--- src/hdl/usd_pkg.sv ---
// Package for the UTF-8 stream decoder: shared constants, the decode
// request type passed from the front end to the back end, and byte class tests.
// No dependencies.
package usd_pkg;

    // Widths of the channel payloads.
    localparam int BYTE_W = 8;
    localparam int CP_W   = 16;

    // Depth of the request queue between front and back end.
    localparam int QUEUE_DEPTH = 2;
    localparam int QUEUE_AW    = $clog2(QUEUE_DEPTH);
    localparam int QUEUE_CW    = $clog2(QUEUE_DEPTH + 1);

    // Number of bytes held by the front end while a sequence is open.
    localparam logic [1:0] PEND_NONE = 2'd0;
    localparam logic [1:0] PEND_ONE  = 2'd1;
    localparam logic [1:0] PEND_TWO  = 2'd2;

    // Codepoint given in place of a malformed byte.
    localparam logic [CP_W-1:0] SUBST_CHAR = 16'h003F;

    // One decode request: a run of substitutes, then optionally one codepoint.
    typedef struct packed {
        logic [1:0]      subst_count;
        logic            has_cp;
        logic [CP_W-1:0] code_point;
        logic            text_end;
    } usd_cmd_t;

    // Byte of the form 10xxxxxx.
    function automatic logic is_cont(input logic [BYTE_W-1:0] b);
        return (b & 8'hC0) == 8'h80;
    endfunction

    // Lead byte of a two-byte form.
    function automatic logic is_lead2(input logic [BYTE_W-1:0] b);
        return (b & 8'hE0) == 8'hC0;
    endfunction

    // Lead byte of a three-byte form.
    function automatic logic is_lead3(input logic [BYTE_W-1:0] b);
        return (b & 8'hF0) == 8'hE0;
    endfunction

endpackage

--- src/hdl/usd_byte_if.sv ---
// Input channel of the UTF-8 stream decoder: one text byte per request.
// Depends on usd_pkg for the payload width.
interface usd_byte_if;
    logic                      valid;
    logic                      ready;
    logic [usd_pkg::BYTE_W-1:0] text_byte;
    logic                      text_end;

    modport source (output valid, output text_byte, output text_end, input ready);
    modport sink   (input valid, input text_byte, input text_end, output ready);
endinterface

--- src/hdl/usd_cp_if.sv ---
// Output channel of the UTF-8 stream decoder: one codepoint per request.
// Depends on usd_pkg for the payload width.
interface usd_cp_if;
    logic                    valid;
    logic                    ready;
    logic [usd_pkg::CP_W-1:0] code_point;
    logic                    substituted;
    logic                    run_last;
    logic                    text_done;

    modport source (output valid, output code_point, output substituted,
                    output run_last, output text_done, input ready);
    modport sink   (input valid, input code_point, input substituted,
                    input run_last, input text_done, output ready);
endinterface

--- src/hdl/usd_front.sv ---
// Front end of the UTF-8 stream decoder: takes bytes, tracks open sequences
// and gives at most one decode request per byte. Depends on usd_pkg, usd_byte_if.
module usd_front (
    input  logic              clk,
    input  logic              rst_n,
    usd_byte_if.sink          text_in,
    input  logic              queue_full,
    output logic              cmd_push,
    output usd_pkg::usd_cmd_t cmd
);
    import usd_pkg::*;

    logic [1:0]        pend_reg;
    logic [1:0]        pend_next;
    logic [BYTE_W-1:0] lead_reg;
    logic [BYTE_W-1:0] lead_next;
    logic [BYTE_W-1:0] mid_reg;
    logic [BYTE_W-1:0] mid_next;
    logic              accept;
    logic              do_start;
    logic [BYTE_W-1:0] b;

    assign text_in.ready = !queue_full;
    assign accept        = text_in.valid && text_in.ready;
    assign b             = text_in.text_byte;

    // Classify the byte against what is held and build its request.
    always_comb
    begin
        pend_next       = pend_reg;
        lead_next       = lead_reg;
        mid_next        = mid_reg;
        do_start        = 1'b0;
        cmd.subst_count = 2'd0;
        cmd.has_cp      = 1'b0;
        cmd.code_point  = {8'h00, b};
        cmd.text_end    = text_in.text_end;

        case (pend_reg)
            PEND_ONE:
            begin
                if (is_cont(b))
                begin
                    if (is_lead2(lead_reg))
                    begin
                        cmd.has_cp     = 1'b1;
                        cmd.code_point = {5'b00000, lead_reg[4:0], b[5:0]};
                        pend_next      = PEND_NONE;
                    end
                    else
                    begin
                        mid_next  = b;
                        pend_next = PEND_TWO;
                    end
                end
                else
                begin
                    cmd.subst_count = 2'd1;
                    pend_next       = PEND_NONE;
                    do_start        = 1'b1;
                end
            end
            PEND_TWO:
            begin
                if (is_cont(b))
                begin
                    cmd.has_cp     = 1'b1;
                    cmd.code_point = {lead_reg[3:0], mid_reg[5:0], b[5:0]};
                    pend_next      = PEND_NONE;
                end
                else
                begin
                    cmd.subst_count = 2'd2;
                    pend_next       = PEND_NONE;
                    do_start        = 1'b1;
                end
            end
            default:
            begin
                pend_next = PEND_NONE;
                do_start  = 1'b1;
            end
        endcase

        // The byte starts afresh: plain character, new lead or bad lead.
        if (do_start)
        begin
            if (!b[7])
            begin
                cmd.has_cp     = 1'b1;
                cmd.code_point = {8'h00, b};
            end
            else if (is_lead2(b) || is_lead3(b))
            begin
                lead_next = b;
                pend_next = PEND_ONE;
            end
            else
            begin
                cmd.subst_count = cmd.subst_count + 2'd1;
            end
        end

        // At the end of the text every byte still held becomes a substitute.
        if (text_in.text_end)
        begin
            cmd.subst_count = cmd.subst_count + pend_next;
            pend_next       = PEND_NONE;
        end
    end

    // A request goes to the queue only if the byte gives a result.
    assign cmd_push = accept && ((cmd.subst_count != 2'd0) || cmd.has_cp);

    // Sequence state.
    always_ff @(posedge clk or negedge rst_n)
    begin
        if (!rst_n)
        begin
            pend_reg <= PEND_NONE;
        end
        else if (accept)
        begin
            pend_reg <= pend_next;
        end
    end

    // Buffered bytes, meaningful only while a sequence is open.
    always_ff @(posedge clk)
    begin
        if (accept)
        begin
            lead_reg <= lead_next;
            mid_reg  <= mid_next;
        end
    end

endmodule

--- src/hdl/usd_queue.sv ---
// Short request queue between the front and back end of the UTF-8 decoder.
// Register based, first in first out. Depends on usd_pkg.
module usd_queue (
    input  logic              clk,
    input  logic              rst_n,
    input  logic              push,
    input  usd_pkg::usd_cmd_t push_cmd,
    input  logic              pop,
    output logic              full,
    output logic              head_valid,
    output usd_pkg::usd_cmd_t head_cmd
);
    import usd_pkg::*;

    usd_cmd_t              entry_reg [QUEUE_DEPTH];
    logic [QUEUE_AW-1:0]   wr_ptr_reg;
    logic [QUEUE_AW-1:0]   rd_ptr_reg;
    logic [QUEUE_CW-1:0]   count_reg;
    logic [QUEUE_CW-1:0]   count_next;

    assign full       = count_reg == QUEUE_CW'(QUEUE_DEPTH);
    assign head_valid = count_reg != '0;
    assign head_cmd   = entry_reg[rd_ptr_reg];

    // Occupancy follows pushes and pops.
    always_comb
    begin
        count_next = count_reg;
        if (push && !pop)
        begin
            count_next = count_reg + 1'b1;
        end
        else if (pop && !push)
        begin
            count_next = count_reg - 1'b1;
        end
    end

    // Pointers and count.
    always_ff @(posedge clk or negedge rst_n)
    begin
        if (!rst_n)
        begin
            wr_ptr_reg <= '0;
            rd_ptr_reg <= '0;
            count_reg  <= '0;
        end
        else
        begin
            count_reg <= count_next;
            if (push)
            begin
                wr_ptr_reg <= (wr_ptr_reg == QUEUE_AW'(QUEUE_DEPTH - 1)) ? '0
                                                                         : wr_ptr_reg + 1'b1;
            end
            if (pop)
            begin
                rd_ptr_reg <= (rd_ptr_reg == QUEUE_AW'(QUEUE_DEPTH - 1)) ? '0
                                                                         : rd_ptr_reg + 1'b1;
            end
        end
    end

    // Entry storage.
    always_ff @(posedge clk)
    begin
        if (push)
        begin
            entry_reg[wr_ptr_reg] <= push_cmd;
        end
    end

endmodule

--- src/hdl/usd_back.sv ---
// Back end of the UTF-8 decoder: expands each queued request into its
// results through a registered output stage. Depends on usd_pkg, usd_cp_if.
module usd_back (
    input  logic              clk,
    input  logic              rst_n,
    input  logic              head_valid,
    input  usd_pkg::usd_cmd_t head_cmd,
    output logic              pop,
    usd_cp_if.source          code_out
);
    import usd_pkg::*;

    logic [1:0]      idx_reg;
    logic [1:0]      total;
    logic            last;
    logic            load;
    logic            out_valid_reg;
    logic [CP_W-1:0] cp_reg;
    logic            sub_reg;
    logic            run_last_reg;
    logic            done_reg;

    // Position within the request; the last result retires it.
    assign total = head_cmd.subst_count + {1'b0, head_cmd.has_cp};
    assign last  = idx_reg == (total - 2'd1);
    assign load  = head_valid && (!out_valid_reg || code_out.ready);
    assign pop   = load && last;

    assign code_out.valid       = out_valid_reg;
    assign code_out.code_point  = cp_reg;
    assign code_out.substituted = sub_reg;
    assign code_out.run_last    = run_last_reg;
    assign code_out.text_done   = done_reg;

    // Control: output valid and result index.
    always_ff @(posedge clk or negedge rst_n)
    begin
        if (!rst_n)
        begin
            out_valid_reg <= 1'b0;
            idx_reg       <= 2'd0;
        end
        else if (load)
        begin
            out_valid_reg <= 1'b1;
            idx_reg       <= last ? 2'd0 : idx_reg + 2'd1;
        end
        else if (code_out.ready)
        begin
            out_valid_reg <= 1'b0;
        end
    end

    // Result payload: substitutes come first, then the decoded codepoint.
    always_ff @(posedge clk)
    begin
        if (load)
        begin
            if (idx_reg < head_cmd.subst_count)
            begin
                cp_reg  <= SUBST_CHAR;
                sub_reg <= 1'b1;
            end
            else
            begin
                cp_reg  <= head_cmd.code_point;
                sub_reg <= 1'b0;
            end
            run_last_reg <= last;
            done_reg     <= last && head_cmd.text_end;
        end
    end

endmodule

--- src/hdl/utf8_stream_decoder.sv ---
// Top level of the UTF-8 stream decoder: front end, request queue, back end.
// Depends on usd_pkg, usd_byte_if, usd_cp_if, usd_front, usd_queue, usd_back.
//
//   Channel    Dir  Payload                                          Request
//   text_in    in   text_byte[7:0], text_end                         one byte
//   code_out   out  code_point[15:0], substituted, run_last,         one codepoint
//                   text_done
//
// One byte is taken every cycle while each byte gives at most one result and
// the output is not stalled. A byte giving more than one result holds the
// output; the two-entry request queue absorbs that, and text_in.ready falls
// only when it is full. A result passes the queue, then the output register.
// Reset (rst_n low) empties the queue, clears the open sequence and the
// output valid; the decoder is ready as soon as reset is released.
module utf8_stream_decoder (
    input  logic     clk,
    input  logic     rst_n,
    usd_byte_if.sink text_in,
    usd_cp_if.source code_out
);
    import usd_pkg::*;

    usd_cmd_t cmd;
    usd_cmd_t head_cmd;
    logic     cmd_push;
    logic     queue_full;
    logic     head_valid;
    logic     pop;

    // Classify bytes into decode requests.
    usd_front u_front (
        .clk        (clk),
        .rst_n      (rst_n),
        .text_in    (text_in),
        .queue_full (queue_full),
        .cmd_push   (cmd_push),
        .cmd        (cmd)
    );

    // Decouple the two halves.
    usd_queue u_queue (
        .clk        (clk),
        .rst_n      (rst_n),
        .push       (cmd_push),
        .push_cmd   (cmd),
        .pop        (pop),
        .full       (queue_full),
        .head_valid (head_valid),
        .head_cmd   (head_cmd)
    );

    // Expand requests into results.
    usd_back u_back (
        .clk        (clk),
        .rst_n      (rst_n),
        .head_valid (head_valid),
        .head_cmd   (head_cmd),
        .pop        (pop),
        .code_out   (code_out)
    );

endmodule

--- src/flat_wrapper.sv ---
// flat-port wrapper written by rule: the top's interface ports become plain ports
module utf8_stream_decoder_flat import usd_pkg::*;
  (clk, rst_n, text_in_valid, text_in_text_byte, text_in_text_end, text_in_ready, code_out_valid, code_out_code_point, code_out_substituted, code_out_run_last, code_out_text_done, code_out_ready);
  usd_byte_if text_in_i ();
  usd_cp_if code_out_i ();
  input  logic clk;
  input  logic rst_n;
  input wire logic [$bits(text_in_i.valid)-1:0] text_in_valid;
  input wire logic [$bits(text_in_i.text_byte)-1:0] text_in_text_byte;
  input wire logic [$bits(text_in_i.text_end)-1:0] text_in_text_end;
  output wire logic [$bits(text_in_i.ready)-1:0] text_in_ready;
  output wire logic [$bits(code_out_i.valid)-1:0] code_out_valid;
  output wire logic [$bits(code_out_i.code_point)-1:0] code_out_code_point;
  output wire logic [$bits(code_out_i.substituted)-1:0] code_out_substituted;
  output wire logic [$bits(code_out_i.run_last)-1:0] code_out_run_last;
  output wire logic [$bits(code_out_i.text_done)-1:0] code_out_text_done;
  input wire logic [$bits(code_out_i.ready)-1:0] code_out_ready;
  assign text_in_i.valid = text_in_valid;
  assign text_in_i.text_byte = text_in_text_byte;
  assign text_in_i.text_end = text_in_text_end;
  assign text_in_ready = text_in_i.ready;
  assign code_out_valid = code_out_i.valid;
  assign code_out_code_point = code_out_i.code_point;
  assign code_out_substituted = code_out_i.substituted;
  assign code_out_run_last = code_out_i.run_last;
  assign code_out_text_done = code_out_i.text_done;
  assign code_out_i.ready = code_out_ready;
  utf8_stream_decoder u_core (.clk(clk), .rst_n(rst_n), .text_in(text_in_i), .code_out(code_out_i));
endmodule
--- config.mk ---
export PLATFORM = sky130hd
export DESIGN_NAME = utf8_stream_decoder_flat
export DESIGN_NICKNAME = d
export VERILOG_FILES = /design/src/hdl/usd_pkg.sv /design/src/hdl/usd_byte_if.sv /design/src/hdl/usd_cp_if.sv /design/src/hdl/usd_front.sv /design/src/hdl/usd_queue.sv /design/src/hdl/usd_back.sv /design/src/hdl/utf8_stream_decoder.sv /design/src/flat_wrapper.sv
export SDC_FILE = /design/constraint.sdc
export NUM_CORES = 1
export LEC_CHECK = 0
export BUFFER_PORTS_ARGS = -buffer_cell sky130_fd_sc_hd__buf_2
export CORE_ASPECT_RATIO = 0.75
export CORE_MARGIN = 3
export CORE_UTILIZATION = 31
export CTS_BUF_LIST = sky130_fd_sc_hd__clkbuf_8
export CTS_CLUSTER_DIAMETER = 200
export DETAILED_ROUTE_END_ITERATION = 10
export GPL_ROUTABILITY_DRIVEN = 0
export GPL_TIMING_DRIVEN = 1
export PLACE_DENSITY = 0.47
export SYNTH_ARGS = -nofsm -noshare
export SYNTH_HDL_FRONTEND = slang
export SYNTH_SLANG_ARGS = --single-unit
--- constraint.sdc ---
create_clock -name clk -period 3.93 [get_ports clk]
set_clock_uncertainty 0.15 [all_clocks]
set_input_delay 0.1965 -clock clk [delete_from_list [all_inputs] [get_ports clk]]
set_output_delay 0.1965 -clock clk [all_outputs]
set_load 0.01 [all_outputs]
Word-level counts from Yosys, hierarchy flattened
Memory sizes are Yosys's and may differ from the RTL's.
Index checks and enable logic that the tools add are counted.
{"block": "op_classes", "addsub": 9, "n_lt_le_gt_ge": 1, "n_eq_ne": 8, "mux": 30, "bitwise_logic": 1, "reduce_logical": 21}
{"cell": "2-to-1 mux 17 bit", "n": 4}
{"cell": "one-hot mux 19 bit (2 select lines)", "n": 1}
{"cell": "2-to-1 mux 2 bit", "n": 14}
{"cell": "2-to-1 mux 19 bit", "n": 1}
{"cell": "2-to-1 mux 1 bit", "n": 10}
{"cell": "== test 2 bit, second input constant", "n": 4}
{"cell": "AND reduction 4 bit", "n": 2}
{"cell": "nonzero test 2 bit", "n": 4}
{"cell": "logical AND 1 bit", "n": 7}
{"cell": "adder 2 x 1 -> 2 bit, second input constant", "n": 3}
{"cell": "== test 4 bit, second input constant", "n": 1}
{"cell": "logical NOT 1 bit", "n": 4}
{"cell": "subtractor 2 x 1 -> 2 bit, second input constant", "n": 2}
{"cell": "== test 3 bit, second input constant", "n": 1}
{"cell": "logical OR 1 bit", "n": 3}
{"cell": "adder 1 bit, second input constant", "n": 2}
{"cell": "adder 2 x 1 -> 2 bit", "n": 1}
{"cell": "adder 2 bit", "n": 1}
{"cell": "== test 2 x 1 -> 1 bit, second input constant", "n": 1}
{"cell": "== test 2 bit", "n": 1}
{"cell": "less-than comparator 2 bit", "n": 1}
{"cell": "OR reduction 2 bit", "n": 1}
{"cell": "inverter 1 bit", "n": 1}
{"block": "totals", "ff_bits": 41, "ramBits": 40, "input_bits": 13, "wordCells": 83, "n_memories": 1}
{"name": "u_core.u_queue.entry_reg", "words": 2, "width": 20, "rd": 1, "rd_clocked_by_memory_dff": 0, "wr": 1, "line_no": "usd_queue.sv:15", "rtl": "usd_cmd_t entry_reg [QUEUE_DEPTH];"}

Logic depth before layout (Yosys ltp)
Gate-level depths: netlist of the first run.
{"block": "depth", "word_depth": 17, "depth_mapped": 15}

Modules after synthesis
Synthesis of the first run repeated with hierarchy kept, for this count alone.
{"block": "unflattened", "hier_cells": 231, "area_unflattened_um2": 3570.9}
{"mod": "usd_queue", "n_inst": 1, "cells_each": 78, "area_per_inst_um2": 1709.1}
{"mod": "usd_back", "n_inst": 1, "cells_each": 63, "area_per_inst_um2": 948.4}
{"mod": "usd_front", "n_inst": 1, "cells_each": 90, "area_per_inst_um2": 913.4}

Worst setup path after synthesis of the first run
Ideal clock, no wire load.
{"block": "synth_path", "path_type": "reg2reg", "from": "reg u_core.u_front.pend_reg[1]", "to": "mem u_core.u_queue.entry_reg[1][0] in the netlist's numbering, enable pin", "setup_time_ns": 0.397, "arrival_time_ns": 2.745, "path_slack_ns": 0.639, "stages_incl_launch_ff": 12, "path_buffers": 0, "synth_period_minus_slack_ns": 3.291, "cell_sequence": "dfrtp_1 inv_1 ha_1 inv_1 a21oi_1 mux2i_1 ha_1 nand2b_1 mux2i_2 xor2_2 o311ai_4 nor2_1"}
{"element": "from (decl)", "line_no": "usd_front.sv:13", "rtl": "logic [1:0] pend_reg;"}
{"element": "from (signal assigned)", "line_no": "usd_front.sv:124", "rtl": "pend_reg <= pend_next;"}
{"element": "to (decl)", "line_no": "usd_queue.sv:15"}

==> results by group, run 1 <==
Run status
  • Outcome: finished clean

Worst setup path
  • Max incr delay on CP: between 0.4 and 0.5 ns
  • Crit Path Max Fanout: 7
  • Startpoint Class: flip-flop
  • CP Buf/Inv Count: 3
  • Required @ worst endpoint: 4.05 ns
  • Endpoint class of the critical path: flip-flop
  • Crit path kind: reg2reg
  • Worst path slowest cell: dfrtp_1
  • CP arrival: 3.14 ns
  • Kind of cell adding the most delay to the critical path: adder cells
  • Critical path, cell by cell: inv_1, ha_1, inv_1, a21oi_1, mux2i_1, ha_1, nand2b_1, mux2i_2, xor2_2, o311ai_4, inv_1, ha_1, xor2_1, nor2_1, xor2_1

Synth
  • Synth Instances: 217
  • Cell with the most instances after synthesis: edfxtp_1
  • Syn_area_per_cell: 15.3 µm²
  • Top-area cell type share of the netlist area: 0.650
  • Top cells by area, synth: edfxtp_1 (65%), mux2i_1 (6.9%), dfrtp_1 (6.8%)
  • Yosys cell types: 36
  • Async set-reset flop share out of synthesis: 0.111
  • Mapped cell area: between 3000 and 4000 µm²
  • Flops & latches, synth: 81
  • EDFF count, synth: around 70
  • Ys flop type: edfxtp_1
  • Seq/Total Area, Yosys: 0.718
  • Synth area leader: edfxtp_1
  • Synth cell count leaders: edfxtp_1 (72), mux2i_1 (23), nor2_1 (20), nand2_1 (16), inv_1 (11)
  • Synth warn: 0
  • Post-Syn Nets: 237

Layout
  • Layout area overhead: 18.6%
  • Max reg flops: 40
  • Final Net Count: 289
  • Ant diodes: 0
  • Non-filler cells, final: 409
  • Layout cell share with drive strength beyond 1: 0.231
  • Post-Layout Inst Area: 3940 µm²
  • Fillers: 993

STA
  • TNS Setup: 0 ns
  • Slew headroom: 0.535
  • Fin worst setup slack: 0.909 ns
  • Fmax: 331 MHz
  • RSZ-0062 raised after global routing: false
  • Hold Fails Final Rpt: 0
  • Final period utilization: 0.769
  • Post-layout min period: 3.02 ns
  • Final setup viols: 0
  • Max-slew violations: 0
  • Worst Max-Slew Pin Slew: 0.691 ns

Placed design
  • Dpl ws: 0.933 ns
  • Number of I/O port buffers: 33
  • Placed Cells: 385
  • Placed cell area: 3670 µm²
  • DP HPWL: 4010 µm

Flow run
  • Total of max-cap violations: 0

Global routing
  • Wire length of the first global-routing pass: 9520 µm
  • Largest net degree at the start of global routing: 24
  • Antenna violations before repair: 0
  • GRT Residual Overflow: 0
  • GRT Resource Usage Total: 0.108
  • Vias in the first global route: 1692

Drt
  • Initial DRC Count: 131
  • DRC: 0
  • DR WL/cell: between 10 and 15 µm
  • Vias/cell: 4.41
  • Length of routed met2 wiring: 2440 µm
  • WL final: 5850 µm
  • Via count: ~1800
  • WL met3: 363 µm
  • Routed length on met1: 2960 µm
  • DR top layer: met4
  • 1st-pass router iterations: 4
  • Routed Antenna Nets: 0

Power
  • Clock Power Share: 0.215
  • LEAKAGE: 1.51 nW
  • Power density over cell area: ~680 nW/µm²
  • Int Pwr: 1.82 mW
  • Switching power: about 0.85 mW
  • Total chip power: 2.67 mW
  • Register share of total power: 0.488
  • Comb pwr share: 0.297
  • Switching Fraction: 0.317
  • Peak VDD IR: about 0.15 mV

Clock network
  • CTS resizes: 0
  • CTS sink cnt: 81
  • CTS tree: yes
  • Buffer type at the clock tree root: clkbuf_8
  • CTS max path bufs: 2
  • Clk_lat worst skew: 0.34 ns
  • Clock-pin slew of the registers on the worst-case setup and hold paths: ~0.08 ns
  • CTS buffer count: 9
  • H-tree lvl count: 3

Floorplan
  • Ports: 34
  • Starting Density: 0.321
  • Die W: 126 µm
  • Chip Height: 95.7 µm
  • Area of the core: roughly 10000 µm²
  • Die Area: 12000 µm²
  • # rows: 32

Hold path
  • Hold Path Class: in2reg
[cell families (layout without fill, tap and decap cells)]
kind of cell,after synthesis,after routing,synth area share
AND/OR/NAND/NOR,56,56,0.0828
multiplexers,25,25,0.0779
adder cells (fa/ha/maj),7,7,0.0263
flip-flops,81,81,0.718
buffers and inverters,17,73,0.0207
XOR/XNOR,9,9,0.0260
AO/OA/AOI/OAI,22,22,0.0482
[cell usage in the layout, fill, tap and decap left out, drive strengths merged, types with 5 or more instances in the layout]
| cell type | Yosys | layout |
|---|---|---|
| edfxtp | 72 | 72 |
| buf | 4 | 37 |
| mux2i | 24 | 24 |
| nor2 | 20 | 20 |
| nand2 | 17 | 17 |
| inv | 12 | 14 |
| clkbuf | 1 | 9 |
| dlygate4sd3 | 0 | 9 |
| dfrtp | 9 | 9 |
| o21ai | 8 | 8 |
| ha | 7 | 7 |
| and2 | 5 | 5 |
| xnor2 | 5 | 5 |
| nand2b | 5 | 5 |
| a21oi | 5 | 5 |
[layer usage]
layer	GRT usage	vias up
li1	-	893
met1	0.153	862
met2	0.150	44
met3	0.0431	5
met4	0.0352	0
met5	0	-
[per-stage QoR]
step            util  hold WS, ns
3_3_place_gp   0.354      -0.0800
4_1_cts        0.380       0.0175
3_5_place_dp   0.354      -0.0731
6_report       0.380       0.0449
5_1_grt        0.380       0.0279
2_1_floorplan      -       -0.249
[path summary, 6_finish.rpt]
check	start	to	slack, ns	depth (start not counted)
setup / recovery	u_core.u_front.pend_reg[1]	u_core.u_queue.count_reg[1]	0.91	15
hold / removal	text_in_text_end	u_core.u_front.pend_reg[1]	0.04	2
setup reg to reg	u_core.u_front.pend_reg[1]	u_core.u_queue.count_reg[1]	0.91	15
hold reg to reg	u_core.u_queue.count_reg[1]	u_core.u_queue.count_reg[1]	0.35	1
max in group asynchronous	rst_n	u_core.u_queue.wr_ptr_reg	3.35	2
min in group asynchronous	rst_n	u_core.u_queue.rd_ptr_reg	0.09	2
[power groups by stage]
stage | Sequential, mW | Combinational (mW) | Clock (mW)
3_3_place_gp | 1.32 | 0.811 | 0
6_report | 1.30 | 0.793 | 0.573
4_1_cts | 1.30 | 0.817 | 0.601
2_1_floorplan | 1.38 | 0.487 | 0
3_5_place_dp | 1.32 | 0.811 | 0
5_1_grt | 1.32 | 0.909 | 0.642
[layout make-up]
type / count / area, µm² / share of cell area
sequential: 81 / 2390 / 0.605
timing repair buffer: 46 / 285 / 0.0723
multi-input combinational: 119 / 872 / 0.221
inverter: 12 / 45.0 / 0.0114
clock inverter: 6 / 60.1 / 0.0152
tap: 136 / 170 / 0.0431
clock buffer: 9 / 124 / 0.0314
[worst reg2reg max path: stages (launching register included)]
cell      delay [ns]
dfrtp_1         0.41
inv_1           0.08
ha_1            0.31
inv_1           0.08
a21oi_1         0.14
mux2i_1         0.11
ha_1            0.21
nand2b_1        0.15
mux2i_2         0.19
xor2_2          0.13
o311ai_4        0.30
inv_1           0.08
ha_1            0.19
xor2_1          0.14
nor2_1          0.12
xor2_1          0.15
[timing repair]
action                                 4_1_cts  5_1_grt
endpoints found under the hold margin       35        0
hold buffers                                 9        0
setup buffers                                0        0
setup endpoints to repair                    0        0
Power figures use the tool's default switching activity.
==> run 2, diff against run 1 <==
--- a/config.mk
+++ b/config.mk
@@ -5,6 +5,7 @@
 export SDC_FILE = /design/constraint.sdc
 export NUM_CORES = 1
 export LEC_CHECK = 0
+export ABC_AREA = 1
 export BUFFER_PORTS_ARGS = -buffer_cell sky130_fd_sc_hd__buf_2
 export CORE_ASPECT_RATIO = 0.75
 export CORE_MARGIN = 3
==> constraint.sdc (replaced) <==
create_clock -name clk -period 3 [get_ports clk]
set_clock_uncertainty 0.15 [all_clocks]
set_input_delay 0.15 -clock clk [delete_from_list [all_inputs] [get_ports clk]]
set_output_delay 0.15 -clock clk [all_outputs]
set_load 0.01 [all_outputs]
==> run 2 against run 1 <==
Effect of this change: clock power rose by 36%; global-route usage rose by 0.79 points; worst hold slack got worse by 0.017 ns; clock-buffer cell count did not move; critical endpoint unchanged; largest cell class unchanged; largest power group unchanged; highest routed layer unchanged.
==> results by group, run 2 <==
Synth
  • Yosys cell types: 28 (-22%)
  • Mapped cell area: 3380 µm² (+1.7%)
  • Flops & latches, synth: 81 (unchanged)
  • Ys flop type: edfxtp_1
  • Top-area cell type share of the netlist area: 0.640 (-0.0106)
  • Post-Syn Nets: 295 (+24%)
  • Cell with the most instances after synthesis: edfxtp_1
  • EDFF count, synth: 72 (unchanged)
  • Synth warn: 0 (unchanged)
  • Top cells by area, synth: edfxtp_1 (64%), nand2_1 (7.0%), dfrtp_1 (6.7%)
  • Async set-reset flop share out of synthesis: 0.111 (unchanged)
  • Synth cell count leaders: edfxtp_1 (72), nand2_1 (63), inv_1 (24), nor2_1 (16), a21oi_1 (14)
  • Synth Instances: 275 (+27%)
  • Synth area leader: edfxtp_1
  • Seq/Total Area, Yosys: 0.706 (-0.0117)
  • Syn_area_per_cell: 12.3 µm² (-20%)

STA
  • Fmax: 361 MHz (+9.0%)
  • Slew headroom: 0.514 (-0.0216)
  • RSZ-0062 raised after global routing: false
  • Max-slew violations: 0 (unchanged)
  • Worst Max-Slew Pin Slew: 0.727 ns (+0.0356 ns)
  • Final setup viols: 0 (unchanged)
  • Worst Hold Slack: 0.0275 ns (-0.0174 ns)
  • Post-layout min period: 2.77 ns (-0.249 ns)
  • TNS Setup: 0 ns (unchanged)
  • Fin worst setup slack: 0.228 ns (-0.681 ns)
  • Hold Fails Final Rpt: 0 (unchanged)
  • Final period utilization: 0.924 (+0.155)

Power
  • Switching power: 1.29 mW (+53%)
  • Peak VDD IR: 0.256 mV (+72%)
  • Comb pwr share: 0.336 (+0.039)
  • Register share of total power: 0.457 (-0.031)
  • Switching Fraction: 0.343 (+0.0259)
  • Clock Power Share: 0.207 (-0.008)
  • Int Pwr: 2.47 mW (+36%)
  • LEAKAGE: 1.62 nW (+7.3%)
  • Total chip power: 3.76 mW (+41%)
  • Power density over cell area: 914 nW/µm² (+35%)

Drt
  • 1st-pass router iterations: 4 (unchanged)
  • DRC: 0 (unchanged)
  • DR WL/cell: 13.6 µm (-5.1%)
  • WL final: 6450 µm (+10%)
  • Routed Antenna Nets: 0 (unchanged)
  • Vias/cell: 4.38 (-0.67%)
  • Initial DRC Count: 116 (-11%)
  • Via count: 2081 (+15%)

Placed design
  • Placed Cells: 447 (+16%)
  • DP HPWL: 4420 µm (+10%)
  • Dpl ws: 0.0767 ns (-0.856 ns)
  • Number of I/O port buffers: 33 (unchanged)

Hold path
  • Hold Path Class: in2async

Flow run
  • Total of max-cap violations: 0 (unchanged)

Global routing
  • Vias in the first global route: 1929 (+14%)
  • GRT Resource Usage Total: 0.116 (+0.00787)
  • Wire length of the first global-routing pass: 10400 µm (+9.5%)
  • Largest net degree at the start of global routing: 22 (-8.3%)
  • Antenna violations before repair: 0 (unchanged)
  • GRT Residual Overflow: 0 (unchanged)

Worst setup path
  • Crit path kind: reg2reg
  • CP arrival: 2.86 ns (-0.28 ns)
  • Required @ worst endpoint: 3.09 ns (-0.96 ns)
  • Crit Path Max Fanout: 4 (-3)
  • Worst R2R Setup Slack: 0.23 ns (-0.68 ns)
  • Endpoint class of the critical path: flip-flop
  • Startpoint Class: flip-flop

Layout
  • Most common cell after layout, fill and taps aside: edfxtp_1
  • Max reg flops: 40 (unchanged)
  • Layout cell share with drive strength beyond 1: 0.265 (+0.0347)
  • Register area: 2390 µm² (unchanged)
  • Non-filler cells, final: 475 (+16%)
  • Fillers: 982 (-1.1%)
  • Footprint of the multi-input gates: 872 µm² (unchanged)
  • Most frequent cells in the layout: edfxtp_1 (72), nand2_1 (63), buf_2 (33), inv_1 (24), nor2_1 (14)
  • Ant diodes: 0 (unchanged)
  • Final Net Count: 354 (+22%)
  • Layout area overhead: 21.7%

Clock network
  • Clk_lat worst skew: 0.35 ns (about the same)
  • Clock-pin slew of the registers on the worst-case setup and hold paths: 0.08 ns (about the same)
  • CTS max path bufs: 2 (unchanged)
  • CTS sink cnt: 81 (unchanged)
  • CTS tree: yes
  • Buffer type at the clock tree root: clkbuf_8
  • CTS buffer count: 9 (unchanged)
  • H-tree lvl count: 3 (unchanged)

Floorplan
  • Ports: 34 (unchanged)
  • Chip Height: 96.4 µm (+0.77%)
  • Die W: 127 µm (+0.79%)
  • Die Area: 12200 µm² (+1.6%)
  • # rows: 32 (unchanged)
  • Starting Density: 0.323 (+0.00281)
  • Area of the core: 10500 µm² (+0.77%)

Run status
  • Outcome: finished clean
==> run 2: worst paths after layout <==
kind                                            startpoint                           to  cells past startpoint
worst min register to register   u_core.u_queue.wr_ptr_reg    u_core.u_queue.wr_ptr_reg                      2
max in group asynchronous                            rst_n    u_core.u_queue.rd_ptr_reg                      2
min in group clk                             text_in_valid   u_core.u_front.pend_reg[1]                      4
worst max-delay path            u_core.u_front.pend_reg[0]  u_core.u_queue.count_reg[1]                     21
worst max register to register  u_core.u_front.pend_reg[0]  u_core.u_queue.count_reg[1]                     21
worst min-delay path                                 rst_n     u_core.u_back.idx_reg[0]                      2
==> run 2: through the flow <==
stage / cell area, µm² / util
after global placement: 3780 / 0.362
after CTS: 4070 / 0.390
after floorplan: 3380 / -
final: 4110 / 0.393
after global routing: 4110 / 0.393
after detailed placement: 3780 / 0.362
==> run 2: kinds of logic after synthesis <==
| kind of cell | count (synthesis) | synth area share |
|---|---|---|
| mux | 3 | 0.00889 |
| compound gates | 29 | 0.0500 |
| flops | 81 | 0.706 |
| simple gates | 110 | 0.146 |
| fa+ha+maj | 7 | 0.0259 |
| xor+xnor | 7 | 0.0181 |
| buf+inv | 38 | 0.0448 |
==> run 2: repair_timing <==
item,4_1_cts,5_1_grt
gates resized for setup,0,6
buffers inserted,0,2
hold buffers,10,0
setup endpoints to repair,0,3
hold endpoints to repair,37,0
==> run 2: cell type report <==
class / instances / share of cell area
flip-flops and latches: 81 / 0.581
multi-input cells: 156 / 0.212
repair buffers: 53 / 0.0889
well taps: 136 / 0.0414
clock buffers: 9 / 0.0301
inverters: 33 / 0.0301
clock inverters: 7 / 0.0167
==> run 2: worst max-delay path: stages (launching register included) <==
cell and delay, ns:
dfrtp_1 0.38, inv_1 0.06, ha_1 0.31, inv_2 0.04, buf_4 0.14, nand3_2 0.06
nand3_1 0.11, a21oi_2 0.14, ha_2 0.18, inv_1 0.04, nand2_1 0.07, nand3_2 0.07
inv_2 0.05, nand2_1 0.05, nand2_2 0.07, nand2_2 0.06, nand2_2 0.08, inv_1 0.07
ha_4 0.22, a21oi_2 0.10, o21ai_1 0.08, xor2_1 0.14
==> run 2: power by group through the flow <==
stage | Sequential (mW) | Clock (mW) | Combinational, mW
5_1_grt | 1.75 | 0.864 | 1.44
2_1_floorplan | 1.82 | 0 | 0.732
6_report | 1.72 | 0.779 | 1.26
4_1_cts | 1.72 | 0.809 | 1.26
3_5_place_dp | 1.75 | 0 | 1.24
3_3_place_gp | 1.74 | 0 | 1.25
==> run 2: routing by layer <==
metal | vias to the layer above | global-route usage | wire length [µm]
met4 | 0 | 0.0321 | 85
li1 | 1056 | - | -
met5 | - | 0 | 0
met3 | 7 | 0.0538 | 408
met1 | 971 | 0.160 | 3310
met2 | 47 | 0.163 | 2640
